[src/rtl/eapol_handshake_tracker_core_macros.svh]
// Assertion macros for the EAPOL handshake tracker core.
// Used by modules that carry concurrent checks; expects clk and rst_n in scope.
`ifndef EAPOL_HANDSHAKE_TRACKER_CORE_MACROS_SVH
`define EAPOL_HANDSHAKE_TRACKER_CORE_MACROS_SVH

// Same-cycle implication, disabled during reset.
`define EHT_ASSERT_IMPL(label, ante, cons) \
  label: assert property (@(posedge clk) disable iff (!rst_n) (ante) |-> (cons)) \
    else $error("eht check failed");

// Next-cycle implication, disabled during reset.
`define EHT_ASSERT_NEXT(label, ante, cons) \
  label: assert property (@(posedge clk) disable iff (!rst_n) (ante) |=> (cons)) \
    else $error("eht check failed");

`endif

[src/rtl/eht_pkg.sv]
// Shared types, constants and the key-info classifier of the EAPOL handshake tracker.
// No dependencies.
package eht_pkg;

  localparam int unsigned FRAME_MAX_DEF = 256;

  localparam int unsigned MIN_LEN     = 99;
  localparam logic [7:0]  KEY_TYPE    = 8'd3;
  localparam int unsigned POS_TYPE    = 1;
  localparam int unsigned POS_INFO_HI = 5;
  localparam int unsigned POS_INFO_LO = 6;
  localparam int unsigned NONCE_OFS   = 17;
  localparam int unsigned NONCE_LEN   = 32;
  localparam int unsigned MIC_OFS     = 81;
  localparam int unsigned MIC_LEN     = 16;

  localparam logic [15:0] INFO_PAIRWISE = 16'h0008;
  localparam logic [15:0] INFO_MIC      = 16'h0100;
  localparam logic [15:0] INFO_ACK      = 16'h0080;
  localparam logic [15:0] INFO_INSTALL  = 16'h0040;

  localparam logic [2:0] MSG_NONE = 3'd0;
  localparam logic [2:0] MSG_1    = 3'd1;
  localparam logic [2:0] MSG_2    = 3'd2;
  localparam logic [2:0] MSG_3    = 3'd3;
  localparam logic [2:0] MSG_4    = 3'd4;

  localparam logic [1:0] REGION_ANONCE = 2'd0;
  localparam logic [1:0] REGION_SNONCE = 2'd1;
  localparam logic [1:0] REGION_MIC    = 2'd2;
  localparam logic [1:0] REGION_FRAME  = 2'd3;

  localparam logic REQ_FRAME = 1'b0;
  localparam logic REQ_READ  = 1'b1;

  typedef struct packed {
    logic        req_type;
    logic [7:0]  data_byte;
    logic        last_byte;
    logic [47:0] src_addr;
    logic [47:0] dst_addr;
    logic [1:0]  read_region;
    logic [7:0]  read_offset;
  } in_t;

  typedef struct packed {
    logic        result_kind;
    logic [2:0]  msg_code;
    logic [3:0]  progress_mask;
    logic        handshake_complete;
    logic [47:0] ap_addr;
    logic [47:0] client_addr;
    logic [8:0]  stored_len;
    logic [7:0]  read_data;
  } out_t;

  // Capture strobes for one frame beat.
  typedef struct packed {
    logic       bank_we;
    logic       nonce_we;
    logic [4:0] nonce_idx;
    logic       mic_we;
    logic [3:0] mic_idx;
    logic [7:0] data;
  } cap_t;

  // Commit requests raised at the end of an accepted frame.
  typedef struct packed {
    logic anonce;
    logic snonce_mic;
    logic frame;
  } commit_t;

  // Handshake status as seen after the current beat.
  typedef struct packed {
    logic [3:0]  seen;
    logic        done;
    logic [47:0] ap;
    logic [47:0] client;
    logic [8:0]  stored_len;
  } status_t;

  function automatic logic [2:0] classify(input logic [15:0] info, input logic seen_m3);
    logic ack;
    logic mic;
    logic ins;
    logic [2:0] msg;
    ack = (info & INFO_ACK) != 16'h0;
    mic = (info & INFO_MIC) != 16'h0;
    ins = (info & INFO_INSTALL) != 16'h0;
    msg = MSG_NONE;
    if ((info & INFO_PAIRWISE) != 16'h0) begin
      if (ack && !mic && !ins) begin
        msg = MSG_1;
      end else if (!ack && mic && !ins) begin
        msg = seen_m3 ? MSG_4 : MSG_2;
      end else if (ack && mic && ins) begin
        msg = MSG_3;
      end
    end
    return msg;
  endfunction

endpackage

[src/rtl/eht_frame_ctl.sv]
// Frame byte counter, header parse, message classification and handshake state.
// Depends on eht_pkg.
module eht_frame_ctl import eht_pkg::*; #(
  parameter int unsigned FRAME_MAX = FRAME_MAX_DEF
) (
  input  logic                          clk,
  input  logic                          rst_n,
  input  logic                          byte_en,
  input  logic [7:0]                    data_byte,
  input  logic                          last_byte,
  input  logic [47:0]                   src_addr,
  input  logic [47:0]                   dst_addr,
  output cap_t                          cap,
  output logic [$clog2(FRAME_MAX)-1:0]  bank_pos,
  output commit_t                       commit,
  output logic [$clog2(FRAME_MAX+2)-1:0] saved_len,
  output logic [2:0]                    msg_code,
  output status_t                       status
);

  localparam int unsigned CW = $clog2(FRAME_MAX + 2);
  localparam int unsigned PW = $clog2(FRAME_MAX);

  logic [CW-1:0] byte_count_r, byte_count_nxt;
  logic [47:0]   frame_src_r, frame_dst_r;
  logic          type_key_r;
  logic [15:0]   key_info_r;
  logic [47:0]   learned_ap_r, learned_ap_nxt;
  logic [47:0]   learned_client_r, learned_client_nxt;
  logic [3:0]    seen_r, seen_nxt;
  logic          done_r, done_nxt;
  logic [CW-1:0] saved_len_r, saved_len_nxt;

  logic [CW-1:0] pos, len;
  logic [CW-1:0] nonce_rel, mic_rel;
  logic [CW+8:0] len_w;
  logic          frame_end, known, from_ap, ok;
  logic [2:0]    raw_msg, msg;
  logic [47:0]   ap_eff;

  assign pos       = byte_count_r;
  assign len       = (pos < CW'(FRAME_MAX + 1)) ? pos + CW'(1) : CW'(FRAME_MAX + 1);
  assign nonce_rel = pos - CW'(NONCE_OFS);
  assign mic_rel   = pos - CW'(MIC_OFS);
  assign frame_end = byte_en && last_byte;

  always_comb begin
    cap.bank_we   = byte_en && (pos < CW'(FRAME_MAX));
    cap.nonce_we  = byte_en && (pos >= CW'(NONCE_OFS)) && (pos < CW'(NONCE_OFS + NONCE_LEN));
    cap.nonce_idx = nonce_rel[4:0];
    cap.mic_we    = byte_en && (pos >= CW'(MIC_OFS)) && (pos < CW'(MIC_OFS + MIC_LEN));
    cap.mic_idx   = mic_rel[3:0];
    cap.data      = data_byte;
  end
  assign bank_pos = pos[PW-1:0];

  // End-of-frame verdict; header fields are all registered by now.
  assign known   = seen_r[0];
  assign ap_eff  = known ? learned_ap_r : frame_src_r;
  assign from_ap = (frame_src_r == ap_eff);
  assign raw_msg = ((len >= CW'(MIN_LEN)) && type_key_r) ? classify(key_info_r, seen_r[2])
                                                         : MSG_NONE;

  always_comb begin
    case (raw_msg) inside
      MSG_1:        ok = from_ap;
      MSG_3:        ok = known && from_ap;
      MSG_2, MSG_4: ok = known && !from_ap;
      default:      ok = 1'b0;
    endcase
  end

  assign msg = (frame_end && ok) ? raw_msg : MSG_NONE;

  always_comb begin
    seen_nxt           = seen_r;
    done_nxt           = done_r;
    learned_ap_nxt     = learned_ap_r;
    learned_client_nxt = learned_client_r;
    saved_len_nxt      = saved_len_r;
    commit             = '0;
    unique case (msg)
      MSG_1: begin
        seen_nxt[0]   = 1'b1;
        commit.anonce = 1'b1;
        if (!known) begin
          learned_ap_nxt     = frame_src_r;
          learned_client_nxt = frame_dst_r;
        end
      end
      MSG_2: begin
        seen_nxt[1]       = 1'b1;
        commit.snonce_mic = 1'b1;
        if (len <= CW'(FRAME_MAX)) begin
          commit.frame  = 1'b1;
          saved_len_nxt = len;
        end
      end
      MSG_3:   seen_nxt[2] = 1'b1;
      MSG_4:   seen_nxt[3] = 1'b1;
      default: ;
    endcase
    if (seen_nxt == 4'hF) begin
      done_nxt = 1'b1;
    end
  end

  always_comb begin
    byte_count_nxt = byte_count_r;
    if (byte_en) begin
      byte_count_nxt = last_byte ? '0 : len;
    end
  end

  always_ff @(posedge clk) begin
    if (!rst_n) begin
      byte_count_r     <= '0;
      frame_src_r      <= '0;
      frame_dst_r      <= '0;
      type_key_r       <= 1'b0;
      key_info_r       <= '0;
      learned_ap_r     <= '0;
      learned_client_r <= '0;
      seen_r           <= '0;
      done_r           <= 1'b0;
      saved_len_r      <= '0;
    end else begin
      byte_count_r     <= byte_count_nxt;
      learned_ap_r     <= learned_ap_nxt;
      learned_client_r <= learned_client_nxt;
      seen_r           <= seen_nxt;
      done_r           <= done_nxt;
      saved_len_r      <= saved_len_nxt;
      if (byte_en) begin
        if (pos == '0) begin
          frame_src_r <= src_addr;
          frame_dst_r <= dst_addr;
        end
        if (pos == CW'(POS_TYPE)) begin
          type_key_r <= (data_byte == KEY_TYPE);
        end
        if (pos == CW'(POS_INFO_HI)) begin
          key_info_r[15:8] <= data_byte;
        end
        if (pos == CW'(POS_INFO_LO)) begin
          key_info_r[7:0] <= data_byte;
        end
      end
    end
  end

  assign len_w     = {9'd0, saved_len_nxt};
  assign saved_len = saved_len_r;
  assign msg_code  = msg;

  always_comb begin
    status.seen       = seen_nxt;
    status.done       = done_nxt;
    status.ap         = learned_ap_nxt;
    status.client     = learned_client_nxt;
    status.stored_len = len_w[8:0];
  end

endmodule

[config.mk]
export PLATFORM = sky130hd
export DESIGN_NAME = eht_frame_ctl
export DESIGN_NICKNAME = d
export VERILOG_FILES = /design/src/rtl/eapol_handshake_tracker_core_macros.svh /design/src/rtl/eht_pkg.sv /design/src/rtl/eht_frame_ctl.sv
export SDC_FILE = /design/constraint.sdc
export NUM_CORES = 1
export LEC_CHECK = 0
export BUFFER_PORTS_ARGS = -buffer_cell sky130_fd_sc_hd__buf_4
export CAP_MARGIN = 20
export CORE_MARGIN = 2
export CORE_UTILIZATION = 53
export CTS_CLUSTER_SIZE = 30
export DETAILED_ROUTE_END_ITERATION = 7
export GPL_TIMING_DRIVEN = 0
export PLACE_DENSITY = 0.81
export REMOVE_ABC_BUFFERS = 1
export SETUP_SLACK_MARGIN = 0.5
export SLEW_MARGIN = 20
export SYNTH_ARGS = -nofsm -noshare
export SYNTH_HDL_FRONTEND = slang
export SYNTH_SLANG_ARGS = --single-unit
[constraint.sdc]
create_clock -name clk -period 4.8 [get_ports clk]
set_clock_uncertainty 0.15 [all_clocks]
set_input_delay 0.72 -clock clk [delete_from_list [all_inputs] [get_ports clk]]
set_output_delay 0.72 -clock clk [all_outputs]
set_load 0.05 [all_outputs]
**Yosys cells after proc, flatten, opt, wreduce, memory -nomap -nowiden**

Index checks and enable logic that the tools add are counted.

- Reduce and logical (&&, ||, !) cells: 26
- Equal/unequal tests: 14
- Order comparisons: 8
- Add/sub/neg operators: 3
- Muxes and demuxes: 26

Operators with widths:

| operator | count |
|---|---|
| $mux 48 | 4 |
| $eq 48x48->1 | 1 |
| $mux 9 | 4 |
| $eq 9x3->1 const B | 2 |
| $ge 9x7->1 const B | 2 |
| $lt 9x9->1 const B | 2 |
| $mux 3 | 6 |
| $logic_and 1x1->1 | 16 |
| $eq 3x2->1 const B | 4 |
| $mux 1 | 10 |
| $add 9x1->9 const B | 1 |
| $eq 9x1->1 const B | 1 |
| $ge 9x5->1 const B | 1 |
| $le 9x9->1 const B | 1 |
| $logic_not 9->1 | 1 |
| $lt 9x6->1 const B | 1 |
| $lt 9x7->1 const B | 1 |
| $eq 8x2->1 const B | 1 |
| $reduce_and 2->1 | 4 |
| $eq 3x1->1 const B | 2 |
| $eq 3x3->1 const B | 2 |
| $sub 5x5->5 const B | 1 |
| $eq 4x4->1 const B | 1 |
| $logic_not 1->1 | 4 |
| 3 further kinds | 4 |

- Word-level logic and storage cells: 88
- Register bits after elaboration: 225
- Input bits: 108
- Output and inout bits: 153

**Longest topological paths before layout**

- Depth after elaboration: 18
- Gate-level depth with buffers: 10
- Gate-level depth less buffers: 8

**Worst setup path after synthesis**

Ideal clock, no wire load.

- Path type: reg-to-output
- Start point: reg byte_count_r[0]
- End point: out status[109] (netlist name)
- Data required time: 3.930 ns
- Arrival: 3.534 ns
- Setup slack: 0.396 ns
- Stages on the path, launching flop included: 8
- Cells stage by stage: dfxtp_1 ha_1 nand3_2 or3_4 a211oi_2 a32oi_2 nor3b_1 or2_2

RTL lines:

| what | RTL line | source |
|---|---|---|
| from (decl) | eht_frame_ctl.sv:24 | `logic [CW-1:0] byte_count_r, byte_count_nxt;` |
| from (signal assigned) | eht_frame_ctl.sv:128 | `byte_count_r <= byte_count_nxt;` |
| to (decl) | eht_frame_ctl.sv:18 | `output status_t status` |

==> impl_results.md <==
- Status: finished, final reports clean
- Largest fanout on the critical path: 11
- Finished Layout Cells: 1556
- Adder-cell share of the synthesized area: 0.653%
- # fillers: 1357
- Initial antenna violation count: 0
- Worst IR Drop VDD: 0.384 mV
- CP endpoint kind: output pin
- Cell area power density: 314 nW/µm²
- Cell Area, Synth: 9580 µm²
- H-tree levels: 1
- IO buf count: 260
- Final setup fails: 0
- Longest Clk Path Bufs: 3
- CTS tree: built
- Via count of the routed design: 8205
- Max Transition Viols Final: 0
- Critical path class: flip-flop to output pin
- Yosys reg bits: 220
- Chip width: 138 µm
- Synth warn: 0
- # diodes: 0
- Req. time, crit path: 3.93 ns
- WHS: 0.282 ns
- Nets: 1425
- RD Place Congestion: 0.808
- Post-synth EDFFs: 0
- FF+latch area: 4420 µm²
- Post-synthesis compound-gate area fraction: 10.4%
- CTS sink cnt: 220
- Post-layout instance area: 12900 µm²
- # DRC: 0
- Leak: 5.75 nW
- Fin worst setup slack: 0.590 ns
- Xor/xnor share of the synthesized area: 4.48%
- Simple-gate portion of the synthesized area: 21.2%
- Ys flop type: dfxtp_1
- GRT overflow: 0
- Detailed Routing Iterations Pass 1: 7
- DR vias/cell: 5.27
- Slew @ Worst Pin: 0.905 ns
- Max_slew headroom: 39.7%
- Global-route wire length before repair: 39600 µm
- Area of the multi-input gates: 4790 µm²
- Syn Area/Cell: 8.91 µm²
- CTS buffer count: 24
- Final ANT Viol Nets: 0
- Core ar.: 17800 µm²
- Total Wirelength: 25100 µm
- Fmax: 238 MHz
- Clk root buf: clkbuf_16
- Largest net degree at the start of global routing: 101
- Post-synth ARST share: 0%
- Placed Instances: 1490
- Initial drt markers: 336
- Num rows: 49
- Post-detail-place hpwl: 16400 µm
- Netlist cell types: 62
- Cells after Synth: 1075
- Fin crit period: 4.21 ns
- CTS Hold Bufs: 0
- Hold Crit Class: input pin to flip-flop
- Drt wl/cell: 16.1 µm
- I/O pin count: 261
- Total global-route track usage: 24.6%
- Placement Setup Slack: 0.171 ns
- Seq/Total Area, Yosys: 46.0%
- Die area: 19200 µm²
- RSZ-0062 raised after global routing: yes
- Vias in the first global route: 8151
- Post-place instance area: 11600 µm²
- Skew-Pair Late Insertion Delay: 0.53 ns
- Post-synthesis mux area share: 11.8%
- Tcrit/Tclk final: 87.7%
- Main combinational cell family by area after synthesis: simple AND/OR/NAND/NOR gates
- Worst EP arrival: 3.34 ns
- Area grow syn2layout: 34.4%
- Final Total Pwr: 4.04 mW
- Critical Path Start Type: flip-flop
- Max Cap Viol: 0
- Worst-path clk slew: 0.06 ns
- Chip Height: 138 µm
- Final hold vios: 0
- Share of layout cells above drive strength 1: 32.6%
- Initial core utilization: 53.7%
==> registers in the layout (all words and copies together), names as in the netlist <==
name / cells
saved_len: 9
learned_client_r: 48
frame_src_r: 48
seen_r: 4
key_info_r: 4
learned_ap_r: 48
type_key_r: 1
byte_count_r: 9
done_r: 1
frame_dst_r: 48
==> cell families after synthesis <==
group | count (synthesis)
xor+xnor | 49
fa+ha+maj | 5
compound gates | 174
mux | 98
flops | 220
buf+inv | 107
simple gates | 422
==> cell usage after synthesis, types with 14 or more instances <==
master    number  area share [%]
buf_4         24             1.9
xnor2_1       22             2.0
nand2_1      221             8.7
xor2_1        27             2.5
clkbuf_1      43             1.7
mux2_1        30             3.5
inv_1         21            0.82
and2_1        99             6.5
dfxtp_1      220              46
nand3_1       14            0.73
a21oi_1      119             6.2
nor2_1        34             1.3
mux2_2        56             6.6
==> final timing paths <==
check	startpoint	cells after the start	to	slack [ns]
worst max-delay path	byte_count_r[0]$_SDFFE_PN0P_	10	status[3]	0.59
worst min-delay path	dst_addr[21]	3	frame_dst_r[21]$_SDFFE_PN0P_	0.28
worst min register to register	frame_dst_r[15]$_SDFFE_PN0P_	2	frame_dst_r[15]$_SDFFE_PN0P_	0.30
worst max register to register	byte_count_r[0]$_SDFFE_PN0P_	11	learned_client_r[4]$_SDFF_PN0_	1.75
==> where the power goes <==
| part | switching, mW | internal (mW) |
|---|---|---|
| sequential | 0.0350 | 1.88 |
| combinational | 0.196 | 0.141 |
| clock | 0.733 | 1.06 |
| total | 0.963 | 3.08 |
==> cell type report <==
| type | instances | share of cell area, % |
|---|---|---|
| Timing Repair Buffer | 296 | 19.5 |
| Clock inverter | 5 | 0.631 |
| Clock buffer | 36 | 5.40 |
| Inverter | 22 | 0.709 |
| Tap cell | 229 | 2.22 |
| Multi-Input combinational cell | 748 | 37.2 |
| Sequential cell | 220 | 34.3 |
==> worst max-delay path: stages, from the launching register on <==
cell,delay (ns)
dfxtp_4,0.37
ha_4,0.19
buf_4,0.13
or2_2,0.26
o21ai_1,0.14
a21oi_1,0.13
o41a_1,0.36
a211o_2,0.40
or4_1,0.56
nand2_1,0.09
buf_4,0.19
==> routing by layer <==
| layer | global-route usage (%) | vias to the layer above | wire length, µm |
|---|---|---|---|
| met5 | 0 | - | 0 |
| met2 | 42.8 | 258 | 12000 |
| met4 | 7.95 | 0 | 766 |
| met1 | 28.5 | 3832 | 10100 |
| li1 | - | 4058 | - |
| met3 | 8.38 | 57 | 2240 |
==> cells in the final DEF (no fill, tap or decap), types with 7 or more instances in the layout <==
cell | netlist | layout
clkbuf_1 | 43 | 7
mux2_4 | 8 | 8
nor3_1 | 7 | 7
nand4_1 | 8 | 8
and2_1 | 99 | 99
buf_6 | 4 | 25
clkbuf_16 | 0 | 25
o21ai_0 | 11 | 10
nor2_1 | 34 | 33
dfxtp_1 | 220 | 213
nand2_1 | 221 | 221
xnor2_1 | 22 | 22
xor2_1 | 27 | 27
mux2_1 | 30 | 26
buf_4 | 24 | 258
a21oi_1 | 119 | 117
mux2_2 | 56 | 60
inv_1 | 21 | 19
nand3_1 | 14 | 13
a22oi_1 | 7 | 7
==> metrics by stage <==
stage / utilization (%) / setup TNS, ns
global placement: 63.7 / -503.91
detailed placement: 65.1 / 0
finish: 72.2 / 0
floorplan: - / -248.36
CTS: 70.3 / 0
global route: 72.2 / 0
==> what timing repair did <==
| item | in CTS | in global routing |
|---|---|---|
| setup endpoints to repair | 112 | 68 |
| pin swaps | 4 | 5 |
| resized for setup | 16 | 52 |
| cloned | 0 | 1 |
| setup buffers | 10 | 14 |
(Power assumes the default switching activity.)
